### src/hw/rtl/wfst_pkg.sv
// ----------------------------------------------------------------------------
// Warm frame state table package
// Word formats, action and transition codes, and the cell interface types.
// ----------------------------------------------------------------------------
package wfst_pkg;

    localparam int LIST_CAP = 32;
    localparam int CNT_W    = $clog2(LIST_CAP + 1);

    typedef enum logic [3:0] {
        ACT_GEN_NOTE    = 4'd0,
        ACT_SKIP        = 4'd1,
        ACT_COMPLETE    = 4'd2,
        ACT_EVICT       = 4'd3,
        ACT_DIRTY       = 4'd4,
        ACT_TRANSITION  = 4'd5,
        ACT_RESET_OWNER = 4'd6,
        ACT_QUERY       = 4'd7,
        ACT_READ_GEN    = 4'd8,
        ACT_LIST        = 4'd9
    } action_e;

    typedef enum logic [2:0] {
        KIND_QUEUED   = 3'd0,
        KIND_RUNNING  = 3'd1,
        KIND_FINISHED = 3'd2,
        KIND_CANCELED = 3'd3,
        KIND_SHED     = 3'd4,
        KIND_SHUTDOWN = 3'd5,
        KIND_STALE    = 3'd6,
        KIND_NONE     = 3'd7
    } kind_e;

    typedef enum logic [1:0] {
        OUTC_PUBLISHED = 2'd0,
        OUTC_DECLINED  = 2'd1,
        OUTC_OTHER     = 2'd2,
        OUTC_SPARE     = 2'd3
    } outcome_e;

    typedef enum logic [1:0] {
        FS_UNCACHED = 2'd0,
        FS_WARMING  = 2'd1,
        FS_DIRTY    = 2'd2,
        FS_CACHED   = 2'd3
    } frame_state_e;

    typedef enum logic [1:0] {
        ST_IDLE,
        ST_SCAN,
        ST_FINISH
    } ctrl_state_e;

    typedef struct packed {
        logic [3:0]  action;
        logic [3:0]  owner_id;
        logic [63:0] time_bits;
        logic [31:0] gen_value;
        logic [63:0] epoch_digest;
        logic [63:0] key_tag;
        logic [2:0]  transition_kind;
        logic [1:0]  outcome;
    } in_word_t;

    typedef struct packed {
        logic [1:0]  frame_state;
        logic        unwarmable;
        logic        visitable;
        logic        key_found;
        logic        cached_key_found;
        logic [63:0] key_tag_out;
        logic [63:0] key_digest_out;
        logic [63:0] time_out;
        logic [31:0] gen_out;
        logic        item_valid;
        logic        table_full;
        logic        last;
    } out_word_t;

    typedef struct packed {
        logic     shift;
        in_word_t cmd;
    } cell_ctl_t;

    typedef struct packed {
        logic        hit;
        logic        free;
        logic        listable;
        logic [7:0]  streak;
        logic        completed;
        logic        dirty;
        logic        queued;
        logic [7:0]  running;
        logic [31:0] done_gen;
        logic [63:0] key_tag;
        logic [63:0] key_digest;
        logic [63:0] time_bits;
    } cell_stat_t;

endpackage

### src/hw/rtl/wfst_cell.sv
// ----------------------------------------------------------------------------
// Warm frame state table cell
// Holds one frame record and passes the sweep token to its neighbor.
// ----------------------------------------------------------------------------
module wfst_cell (
    input  logic                clk,
    input  logic                rst_n,
    input  logic                tok_in,
    output logic                tok_out,
    input  wfst_pkg::cell_ctl_t ctl,
    input  logic                wr_sel,
    input  logic                wr_alloc,
    output wfst_pkg::cell_stat_t stat
);
    import wfst_pkg::*;

    logic        tok_reg, tok_next;
    logic        used_reg, used_next;
    logic [3:0]  owner_reg, owner_next;
    logic [63:0] time_reg, time_next;
    logic [7:0]  streak_reg, streak_next;
    logic        completed_reg, completed_next;
    logic [63:0] tag_reg, tag_next;
    logic [63:0] dig_reg, dig_next;
    logic [31:0] gen_reg, gen_next;
    logic        dirty_reg, dirty_next;
    logic        queued_reg, queued_next;
    logic [7:0]  running_reg, running_next;

    logic        own_match;
    logic [7:0]  b_streak, b_running;
    logic        b_completed, b_dirty, b_queued;
    logic [63:0] b_tag, b_dig;
    logic [31:0] b_gen;
    logic [7:0]  streak_inc, running_inc, running_dec;

    assign own_match = owner_reg == ctl.cmd.owner_id;
    assign tok_out   = tok_reg;

    always_comb
    begin
        stat = '0;
        if (tok_reg)
        begin
            stat.hit        = used_reg && own_match && (time_reg == ctl.cmd.time_bits);
            stat.free       = !used_reg;
            stat.listable   = used_reg && own_match && completed_reg;
            stat.streak     = streak_reg;
            stat.completed  = completed_reg;
            stat.dirty      = dirty_reg;
            stat.queued     = queued_reg;
            stat.running    = running_reg;
            stat.done_gen   = gen_reg;
            stat.key_tag    = tag_reg;
            stat.key_digest = dig_reg;
            stat.time_bits  = time_reg;
        end
    end

    always_comb
    begin
        b_streak    = wr_alloc ? 8'd0 : streak_reg;
        b_running   = wr_alloc ? 8'd0 : running_reg;
        b_completed = wr_alloc ? 1'b0 : completed_reg;
        b_dirty     = wr_alloc ? 1'b0 : dirty_reg;
        b_queued    = wr_alloc ? 1'b0 : queued_reg;
        b_tag       = wr_alloc ? 64'd0 : tag_reg;
        b_dig       = wr_alloc ? 64'd0 : dig_reg;
        b_gen       = wr_alloc ? 32'd0 : gen_reg;
        streak_inc  = (b_streak != 8'hFF) ? b_streak + 8'd1 : b_streak;
        running_inc = (b_running != 8'hFF) ? b_running + 8'd1 : b_running;
        running_dec = (b_running != 8'd0) ? b_running - 8'd1 : b_running;

        tok_next       = ctl.shift ? tok_in : tok_reg;
        used_next      = used_reg;
        owner_next     = owner_reg;
        time_next      = time_reg;
        streak_next    = streak_reg;
        completed_next = completed_reg;
        tag_next       = tag_reg;
        dig_next       = dig_reg;
        gen_next       = gen_reg;
        dirty_next     = dirty_reg;
        queued_next    = queued_reg;
        running_next   = running_reg;

        if (wr_sel)
        begin
            used_next      = 1'b1;
            if (wr_alloc)
            begin
                owner_next = ctl.cmd.owner_id;
                time_next  = ctl.cmd.time_bits;
            end
            streak_next    = b_streak;
            completed_next = b_completed;
            tag_next       = b_tag;
            dig_next       = b_dig;
            gen_next       = b_gen;
            dirty_next     = b_dirty;
            queued_next    = b_queued;
            running_next   = b_running;
            case (ctl.cmd.action)
                ACT_SKIP:
                begin
                    streak_next = streak_inc;
                end
                ACT_COMPLETE:
                begin
                    completed_next = 1'b1;
                    tag_next       = ctl.cmd.key_tag;
                    dig_next       = ctl.cmd.epoch_digest;
                    gen_next       = ctl.cmd.gen_value;
                    dirty_next     = 1'b0;
                    streak_next    = 8'd0;
                end
                ACT_EVICT:
                begin
                    if (b_completed && (b_tag == ctl.cmd.key_tag)
                        && (b_dig == ctl.cmd.epoch_digest))
                    begin
                        completed_next = 1'b0;
                        streak_next    = 8'd0;
                        dirty_next     = 1'b0;
                    end
                end
                ACT_DIRTY:
                begin
                    if (b_completed)
                    begin
                        dirty_next = 1'b1;
                    end
                end
                ACT_TRANSITION:
                begin
                    case (ctl.cmd.transition_kind)
                        KIND_QUEUED:
                        begin
                            queued_next = 1'b1;
                        end
                        KIND_RUNNING:
                        begin
                            queued_next  = 1'b0;
                            running_next = running_inc;
                        end
                        KIND_FINISHED:
                        begin
                            queued_next  = 1'b0;
                            running_next = running_dec;
                            if (ctl.cmd.outcome == OUTC_PUBLISHED)
                            begin
                                streak_next = 8'd0;
                            end
                            else if (ctl.cmd.outcome == OUTC_DECLINED)
                            begin
                                streak_next = streak_inc;
                            end
                        end
                        KIND_CANCELED, KIND_SHED, KIND_SHUTDOWN:
                        begin
                            queued_next = 1'b0;
                        end
                        KIND_STALE:
                        begin
                            running_next = running_dec;
                        end
                        default:
                        begin
                        end
                    endcase
                end
                default:
                begin
                end
            endcase
        end
        else if (tok_reg && ctl.shift && used_reg && own_match)
        begin
            if (ctl.cmd.action == ACT_GEN_NOTE)
            begin
                streak_next = 8'd0;
            end
            else if (ctl.cmd.action == ACT_RESET_OWNER)
            begin
                used_next = 1'b0;
            end
        end
    end

    always_ff @(posedge clk or negedge rst_n)
    begin
        if (!rst_n)
        begin
            tok_reg  <= 1'b0;
            used_reg <= 1'b0;
        end
        else
        begin
            tok_reg  <= tok_next;
            used_reg <= used_next;
        end
    end

    always_ff @(posedge clk)
    begin
        owner_reg     <= owner_next;
        time_reg      <= time_next;
        streak_reg    <= streak_next;
        completed_reg <= completed_next;
        tag_reg       <= tag_next;
        dig_reg       <= dig_next;
        gen_reg       <= gen_next;
        dirty_reg     <= dirty_next;
        queued_reg    <= queued_next;
        running_reg   <= running_next;
    end

endmodule

### config.mk
export PLATFORM = sky130hd
export DESIGN_NAME = wfst_cell
export DESIGN_NICKNAME = d
export VERILOG_FILES = /design/src/hw/rtl/wfst_pkg.sv /design/src/hw/rtl/wfst_cell.sv
export SDC_FILE = /design/constraint.sdc
export NUM_CORES = 1
export LEC_CHECK = 0
export BUFFER_PORTS_ARGS = -buffer_cell sky130_fd_sc_hd__buf_2
export CORE_MARGIN = 4
export CORE_UTILIZATION = 47
export DETAILED_ROUTE_END_ITERATION = 7
export GPL_TIMING_DRIVEN = 1
export PLACE_DENSITY = 0.82
export SLEW_MARGIN = 5
export SYNTH_ARGS = -nofsm -noshare
export SYNTH_HDL_FRONTEND = slang
export SYNTH_SLANG_ARGS = --single-unit
### constraint.sdc
create_clock -name clk -period 2.8 [get_ports clk]
set_clock_uncertainty 0.15 [all_clocks]
set_input_delay 0.56 -clock clk [delete_from_list [all_inputs] [get_ports clk]]
set_output_delay 0.56 -clock clk [all_outputs]
set_load 0.01 [all_outputs]
==> impl_metrics.ini, run 1 <==
[power_and_ir_drop]
intPower_mw = 7.65
sw_frac_of_total_pct = 28.6
clkPwrFrac_pct = 35.8
p_seq_share_pct = 42.9
power_leakage_nw = 9.10
vdd_drop_max_uv = 525
cellPowerDensity_nw_per_um2 = 503
comb_power_share_pct = 21.2
fin_total_pwr_mw = 10.7
switchingPower_mw = 3.06

[detailed_routing]
drtAntennaViolNets = 0
routed_wl_um = 63400
vias_per_cell = 5.75
drc = 0
drtIter0Drc = 1547
wl_per_cell_um = 22.5
vias = 16200
first_pass_iters = 6

[yosys]
synth_area_per_cell_um2 = 9.29
syn_nets = 1930
ys.flop_type = edfxtp_1
synth_area_um2 = 15600
yosysTopAreaCellShare_pct = 47.4
synth_area_leaders = edfxtp_1, and2_1, nand2_1
synthArstFlopShare_pct = 0.803
yosys_warnings = 0
synth_seq_cells = 249
ys_types = 68
synth-edff-count = 247
yosysTopAreaCell = edfxtp_1
syn_inst = 1683
synth_seq_area_share_pct = 47.8

[floorplanning]
num_rows = 66
die_w_um = 190
io_pins = 490
die_area_um2 = 36200
core_area_um2 = 32700
die_y_um = 190
initial_utilization_pct = 47.8

[sta]
relSlewSlack_pct = 46.6
fin_ws_ns = -0.217
fmax_mhz = 331
slew_viol_final = 0
finalCritPeriodShare_pct = 108
rsz0062_at_grt = yes
finalHoldViolations = 0
layout_min_cycle_time_ns = 3.02
worst_pin_slew_ns = 0.801
finalSetupViolCount = 9

[clocking]
cts_tree = built
cts_buffers = 29
clock_path_buffers = 3
cts.reportedPaths.clkPinSlew_ns = 0.06
cts_root_buf = clkbuf_16
insertion_delay_ns = 0.57
clock-sinks = 249
cts_htree_levels = 1

[worst_setup_path]
worstSetupEndpointType = primary output
critical_path_arrival_ns = 2.31
required_ns = 2.09
start_kind = register
crit_fanout = 2
reg2regPathDepth = 10
path_class = register to primary output
r2r_slack_ns = -0.12

[hold_path]
hold_path_class = primary input to register
hold_depth = 1

[grt]
grt-ovfl-total = 0
track_usage_pct = 33.1
grt_max_degree = 147
grt_pass1_wl_um = 92500
grt_pass1_vias = 15500
antenna_found_initial = 9

[status]
violations = negative setup slack
outcome = finished, violations left

[placement]
place_hpwl_um = 49300
placed_area_um2 = 20200
globalplace.congestion = 1.01
io_buffers = 489

[final_layout]
layout-drive-gt1-share_pct = 33.7
final_nets = 2597
final_cell_mix = buf_2, and2_1, nand2_1, edfxtp_1, buf_4
areaGrowthSynthToFinish_pct = 36.2
final_cell_area_um2 = 21300
fin_util_pct = 65.1
layout_commonest_cell = buf_2

[flow_run]
max_cap_viol_count = 0
## logic make-up (layout without fill, tap and decap cells)
logic type	Yosys count	in the layout	synth area share, %
compound gates	340	340	14.3
simple gates	836	836	28.7
fa+ha+maj	4	4	0.320
buf+inv	170	859	4.12
other cells	0	1	0
mux	4	4	0.272
xor+xnor	80	80	4.48
flops	249	249	47.8
## area by class of cell
class	instances	area (um^2)
fillers	2665	11400
clock buffers	38	759
flip-flops and latches	249	7470
clock inverters	15	174
multi-input cells	1264	7680
diodes	1	2.50
well taps	442	553
repair buffers	726	4350
inverters	80	302
## power groups by stage
stage          Sequential (mW)  Combinational (mW)  Clock (mW)
6_report                  4.60                2.27        3.84
5_1_grt                   4.62                2.43        4.04
4_1_cts                   4.59                2.24        3.88
3_5_place_dp              4.67                2.21           0
3_3_place_gp              4.66                2.17           0
2_1_floorplan             4.59                1.01           0
## what timing repair did
item,in CTS,in global routing
setup buffers,6,2
pin swaps,23,8
hold buffers,1,0
hold endpoints to repair,2,0
gates resized for setup,17,10
cloned,0,0
endpoints found under the setup margin,11,10
## path summary, 6_finish.rpt
kind / from / to
hold reg to reg: used_reg / used_reg
max in group asynchronous: rst_n / tok_out
setup reg to reg: tag_reg[14] / streak_reg[6]
min in group asynchronous: rst_n / used_reg
hold / removal: ctl[185] / time_reg[20]
setup / recovery: time_reg[29] / stat[245]
## worst max-delay path: stages, from the launching register on
cell and delay (ns):
edfxtp_1 0.40, xor2_1 0.17, nor4_2 0.33, nand4_1 0.15, nor4_1 0.23, buf_4 0.18, nand3_2 0.08, nor2_1 0.08
buf_2 0.13
## per-layer routing
metal  track usage, %  vias to the layer above  routed length, um
met4             14.6                       14               3560
met3             7.07                      190               6730
met5                0                        -                 88
li1                 -                     7329                  -
met1             42.5                     7634              23900
met2             54.3                     1029              29100
## cell usage after synthesis (25+ instances only)
cell	number
and2_1	279
nand2_1	265
edfxtp_1	247
o21ai_0	141
clkbuf_1	81
inv_1	80
nor2_1	73
nor2b_1	51
nand2b_1	43
xor2_1	42
xnor2_1	38
nor4_1	27
o22ai_1	26
a31oi_1	25
o31ai_1	25
## per-stage QoR
stage               instances  setup slack [ns]  setup TNS (ns)  hold WS [ns]
detailed placement       2753            -0.558           -6.35         0.201
finish                   2815            -0.217          -0.856        0.0471
floorplan                1683            -0.184          -0.457         0.114
CTS                      2812            -0.186          -0.355        0.0287
global placement         2753            -0.535           -6.10         0.197
global route             2815            -0.286           -2.06        0.0311
(Power assumes the default switching activity.)
==> run 2, diff against run 1 <==
--- a/config.mk
+++ b/config.mk
@@ -6,11 +6,11 @@
 export NUM_CORES = 1
 export LEC_CHECK = 0
 export BUFFER_PORTS_ARGS = -buffer_cell sky130_fd_sc_hd__buf_2
-export CORE_MARGIN = 4
-export CORE_UTILIZATION = 47
+export CORE_AREA = 4 4 188 190
 export DETAILED_ROUTE_END_ITERATION = 7
+export DIE_AREA = 0 0 192 194
 export GPL_TIMING_DRIVEN = 1
-export PLACE_DENSITY = 0.82
+export PLACE_DENSITY = 0.79
 export SLEW_MARGIN = 5
 export SYNTH_ARGS = -nofsm -noshare
 export SYNTH_HDL_FRONTEND = slang
==> constraint.sdc (replaced) <==
create_clock -name clk -period 3.81 [get_ports clk]
set_clock_uncertainty 0.15 [all_clocks]
set_input_delay 0.762 -clock clk [delete_from_list [all_inputs] [get_ports clk]]
set_output_delay 0.762 -clock clk [all_outputs]
set_load 0.01 [all_outputs]
==> run 2 against run 1 <==
Compared with the run above: the run now ends clean; first-iteration DRC count decreased by 8.6%; critical endpoint unchanged; setup slack gained 0.37 ns; utilization shrank 6.4 points; highest routed layer unchanged; register-to-register slack better by 0.65 ns; die area rose by 2.8%; non-clock buffer count down 205; worst hold slack gained 0.18 ns; global-route usage decreased by 3.0 points.
==> impl_metrics.ini, run 2 (same netlist as run 1, synthesis figures left out) <==
[floorplanning]
initial_utilization_pct = 46.7
die_w_um = 192
core_area_um2 = 33400
die_area_um2 = 37200
io_pins = 490
die_y_um = 194
num_rows = 67

[detailed_routing]
wl_per_cell_um = 22.8
routed_wl_um = 59700
first_pass_iters = 6
vias_per_cell = 5.77
drtIter0Drc = 1414
drc = 0
vias = 15100
drtAntennaViolNets = 0

[final_layout]
areaGrowthSynthToFinish_pct = 25.6
layout-drive-gt1-share_pct = 26.8
final_cell_area_um2 = 19600
fin_util_pct = 58.7
final_nets = 2392
fill_cells = 2958
final_cell_mix = buf_2, and2_1, nand2_1, edfxtp_1, o21ai_0
layout_commonest_cell = buf_2

[sta]
hold-worst-slack_ns = 0.224
worst_pin_slew_ns = 0.789
rsz0062_at_grt = no
finalSetupViolCount = 0
layout_min_cycle_time_ns = 3.65
tns_ns = 0
fmax_mhz = 274
finalCritPeriodShare_pct = 95.9
slew_viol_final = 0
finalHoldViolations = 0
relSlewSlack_pct = 47.4

[clocking]
cts_hold_buf = 1
clock_path_buffers = 3
clock-sinks = 249
insertion_delay_ns = 0.58
cts_buffers = 29
cts_resized = 0
cts_root_buf = clkbuf_16
cts.reportedPaths.clkPinSlew_ns = 0.06
cts_setup_buffers = 0
cts_htree_levels = 1
cts_tree = built

[worst_setup_path]
critPathMostFrequentCell = nor4_1
worstSetupEndpointType = primary output
crit_chain = xor2_1 -> nor4_1 -> nand4_1 -> nor4_1 -> nand3_1 -> nor2_1 -> buf_2
critical_path.max_stage_delay_ns = 0.57
critical_path_arrival_ns = 2.74
start_kind = register
crit_fanout = 2
cpLargestDelayFamily = simple AND/OR/NAND/NOR gates
path_class = register to primary output
required_ns = 2.90
cp_slowest_cell = nor4_1
path_buf_inv = 1

[placement]
placed_area_um2 = 18600
place_hpwl_um = 45500
globalplace.congestion = 1.04
io_buffers = 489

[grt]
grt_pass1_wl_um = 87700
grt_max_degree = 145
track_usage_pct = 30.2
grt_pass1_vias = 14600
grt-ovfl-total = 0
antenna_found_initial = 12

[power_and_ir_drop]
comb_power_share_pct = 18.4
clkPwrFrac_pct = 37.3
intPower_mw = 5.48
power_leakage_nw = 8.08
switchingPower_mw = 2.21
sw_frac_of_total_pct = 28.7
p_seq_share_pct = 44.4
cellPowerDensity_nw_per_um2 = 392
vdd_drop_max_uv = 317

[flow_run]
max_cap_viol_count = 0

[hold_path]
hold_path_class = primary input to register

[status]
outcome = finished, final reports clean
-- run 2: changes by cell type in the layout (fill, tap and decap cells not counted), sizes merged --
| cell | before | now |
|---|---|---|
| clkinvlp | 1 | 3 |
| diode | 1 | 6 |
| clkbuf | 38 | 34 |
| buf | 725 | 520 |
| clkinv | 10 | 12 |
| inv | 80 | 81 |
-- run 2: routing by layer --
layer  GRT usage [%]  part of all wire (%)  routed length (um)  up-vias
met1            37.9                    37               22200     7142
met2            50.6                    48               28600      901
met4            12.1                   4.6                2740       12
li1                -                     -                   -     6913
met5               0                  0.14                  81        -
met3            6.55                    10                6130      154
-- run 2: worst paths after layout --
check,start,end,slack [ns],cells after the start
max,time_reg[33],stat[245],0.16,7
min,ctl[181],time_reg[16],0.22,1
max reg2reg,dig_reg[25],streak_reg[3],0.53,8
min reg2reg,used_reg,used_reg,0.43,1
max in group asynchronous,rst_n,tok_out,3.01,2
min in group asynchronous,rst_n,tok_out,0.39,2
-- run 2: power by group through the flow --
stage	Sequential (mW)	Combinational, mW	Clock (mW)
3_3_place_gp	3.46	1.38	0
2_1_floorplan	3.38	0.732	0
3_5_place_dp	3.46	1.40	0
5_1_grt	3.43	1.53	3.02
6_report	3.41	1.41	2.87
4_1_cts	3.41	1.41	2.90
-- run 2: cell type report --
cell class              count  area (um^2)  share of cell area [%]
multi-input cells        1264         7530                    38.4
clock buffers              34          744                    3.79
well taps                 448          561                    2.85
diodes                      6         15.0                  0.0765
clock inverters            20          223                    1.13
flip-flops and latches    249         7470                    38.1
repair buffers            521         2790                    14.2
inverters                  80          302                    1.54
-- run 2: metrics by stage --
| step | power [mW] | worst slack (ns) | cells |
|---|---|---|---|
| 5_1_grt | 7.98 | 0.0890 | 2620 |
| 6_report | 7.70 | 0.158 | 2622 |
| 3_5_place_dp | 4.86 | 0.0173 | 2561 |
| 4_1_cts | 7.71 | 0.140 | 2616 |
| 2_1_floorplan | 4.11 | 0.0757 | 1683 |
| 3_3_place_gp | 4.84 | 0.0632 | 2561 |
-- run 2: worst reg2reg max path: stages, from the launching register on --
cell	delay, ns
edfxtp_1	0.44
nor2b_1	0.07
a2111o_1	0.38
nor4_1	0.49
o2111ai_1	0.38
nor4_4	0.38
a31oi_2	0.24
a211oi_4	0.39
o21ai_1	0.12
==> run 3, diff against run 2 <==
--- a/config.mk
+++ b/config.mk
@@ -6,11 +6,11 @@
 export NUM_CORES = 1
 export LEC_CHECK = 0
 export BUFFER_PORTS_ARGS = -buffer_cell sky130_fd_sc_hd__buf_2
-export CORE_AREA = 4 4 188 190
+export CORE_AREA = 4 4 189 191
 export DETAILED_ROUTE_END_ITERATION = 7
-export DIE_AREA = 0 0 192 194
+export DIE_AREA = 0 0 193 195
 export GPL_TIMING_DRIVEN = 1
-export PLACE_DENSITY = 0.79
+export PLACE_DENSITY = 0.78
 export SLEW_MARGIN = 5
 export SYNTH_ARGS = -nofsm -noshare
 export SYNTH_HDL_FRONTEND = slang
==> constraint.sdc (replaced) <==
create_clock -name clk -period 3.6 [get_ports clk]
set_clock_uncertainty 0.15 [all_clocks]
set_input_delay 0.72 -clock clk [delete_from_list [all_inputs] [get_ports clk]]
set_output_delay 0.72 -clock clk [all_outputs]
set_load 0.01 [all_outputs]
==> run 3 against run 2 <==
Compared with the run above: routed wire length is 1.2% higher; design area is 0.68% higher; worst hold slack worse by 0.038 ns; largest power group unchanged; critical endpoint unchanged; sequential cell count unchanged.
==> impl_metrics.ini, run 3 (same netlist as run 1, synthesis figures left out) <==
[status]
outcome = finished, final reports clean

[final_layout]
layout_commonest_cell = buf_2
final_nets = 2409
fin_util_pct = 57.9
multi_input_area_um2 = 7530
seq_area_um2 = 7470
areaGrowthSynthToFinish_pct = 26.4
layout-drive-gt1-share_pct = 27.4
final_cell_mix = buf_2, and2_1, nand2_1, edfxtp_1, o21ai_0
fill_cells = 3018

[placement]
io_buffers = 489
place_hpwl_um = 46300
place_ws_ns = 0.0645
globalplace.congestion = 1.03

[worst_setup_path]
crit_fanout = 2
critical_path_arrival_ns = 2.48
critical_path.max_stage_delay_ns = 0.40
cp_slowest_cell = edfxtp_1
crit-reg2reg-launch = dig_reg[27]
required_ns = 2.73
critPathLaunch = time_reg[44]
critPathMostFrequentCell = nor4_1
start_kind = register
crit_chain = xor2_1 -> nor4_1 -> nand4_1 -> nor4_1 -> buf_4 -> nand3_1 -> nor2_1 -> buf_2
worstSetupEndpointType = primary output
path_class = register to primary output

[grt]
grt_max_degree = 215
track_usage_pct = 30.4
grt_pass1_wl_um = 88700
grt_pass1_vias = 14700
antenna_found_initial = 15
grt-ovfl-total = 0

[detailed_routing]
routed_wl_um = 60500
vias = 15300
drc = 0
first_pass_iters = 6
wl_per_cell_um = 22.8
drtAntennaViolNets = 0
vias_per_cell = 5.77
drtIter0Drc = 1456

[clocking]
cts_buffers = 29
insertion_delay_ns = 0.57
cts_resized = 0
cts_htree_levels = 1
clock-sinks = 249
cts_root_buf = clkbuf_16
clock_path_buffers = 3
cts.reportedPaths.clkPinSlew_ns = 0.07
cts_tree = built

[floorplanning]
core_area_um2 = 34100
initial_utilization_pct = 45.8
num_rows = 68
die_area_um2 = 37600
die_y_um = 195
die_w_um = 193
io_pins = 490

[sta]
fin_ws_ns = 0.251
finalSetupViolCount = 0
worst_pin_slew_ns = 0.942
relSlewSlack_pct = 37.2
finalCritPeriodShare_pct = 93.0
rsz0062_at_grt = no
layout_min_cycle_time_ns = 3.35
tns_ns = 0
hold-worst-slack_ns = 0.186
fmax_mhz = 299
finalHoldViolations = 0
slew_viol_final = 0

[power_and_ir_drop]
fin_total_pwr_mw = 8.28
vdd_drop_max_uv = 386
cellPowerDensity_nw_per_um2 = 419
power_leakage_nw = 8.16

[flow_run]
max_cap_viol_count = 0

[hold_path]
hold_path_class = primary input to register
hold_start = ctl[181]
[run 3: cell types whose count changed in the layout (fill, tap and decap cells not counted), sizes merged]
cell,delta
clkbuf,-2
inv,-1
buf,+17
bufinv,+2
diode,+3
clkinv,-1
[run 3: routing by layer]
metal  up-vias  track usage [%]  share of wire [%]
met4        10             13.7                5.0
met5         -                0               0.10
met3       168             7.08                 10
met1      7220             38.4                 37
met2       923             49.7                 47
li1       6960                -                  -
[run 3: worst paths after layout]
path                            endpoint  cells after the start  slack (ns)
setup / recovery               stat[245]                      8        0.25
hold / removal              time_reg[16]                      1        0.19
hold reg to reg                 used_reg                      1        0.43
max in group asynchronous        tok_out                      2        2.79
setup reg to reg           streak_reg[7]                      9        0.44
min in group asynchronous        tok_out                      2        0.39
[run 3: area by class of cell]
cell class / count / share of cell area (%)
Multi-Input combinational cell: 1264 / 38.1
Sequential cell: 249 / 37.8
Timing Repair Buffer: 538 / 14.5
Clock buffer: 32 / 3.73
Tap cell: 455 / 2.88
Inverter: 80 / 1.53
Clock inverter: 20 / 1.35
Antenna cell: 9 / 0.114
[run 3: stage by stage]
step           instances  area, um^2
5_1_grt             2647       19800
4_1_cts             2638       19700
6_report            2647       19800
3_3_place_gp        2585       18700
2_1_floorplan       1683       15600
3_5_place_dp        2585       18700
[run 3: worst max-delay path: cells and delay by family, from the launching register on]
| kind | cells | cell delay (ns) |
|---|---|---|
| flops | 1 | 0.40 |
| buf+inv | 2 | 0.31 |
| simple gates | 5 | 1.01 |
| xor+xnor | 1 | 0.19 |
[run 3: power by group]
| group | internal (mW) | total [mW] | switching, mW |
|---|---|---|---|
| combinational | 0.619 | 1.50 | 0.884 |
| clock | 1.90 | 3.15 | 1.25 |
| sequential | 3.42 | 3.62 | 0.203 |
[run 3: timing repair]
| action | in CTS | in global routing |
|---|---|---|
| endpoints found under the hold margin | 2 | 0 |
| hold buffers | 1 | 0 |
| buffers inserted | 0 | 0 |
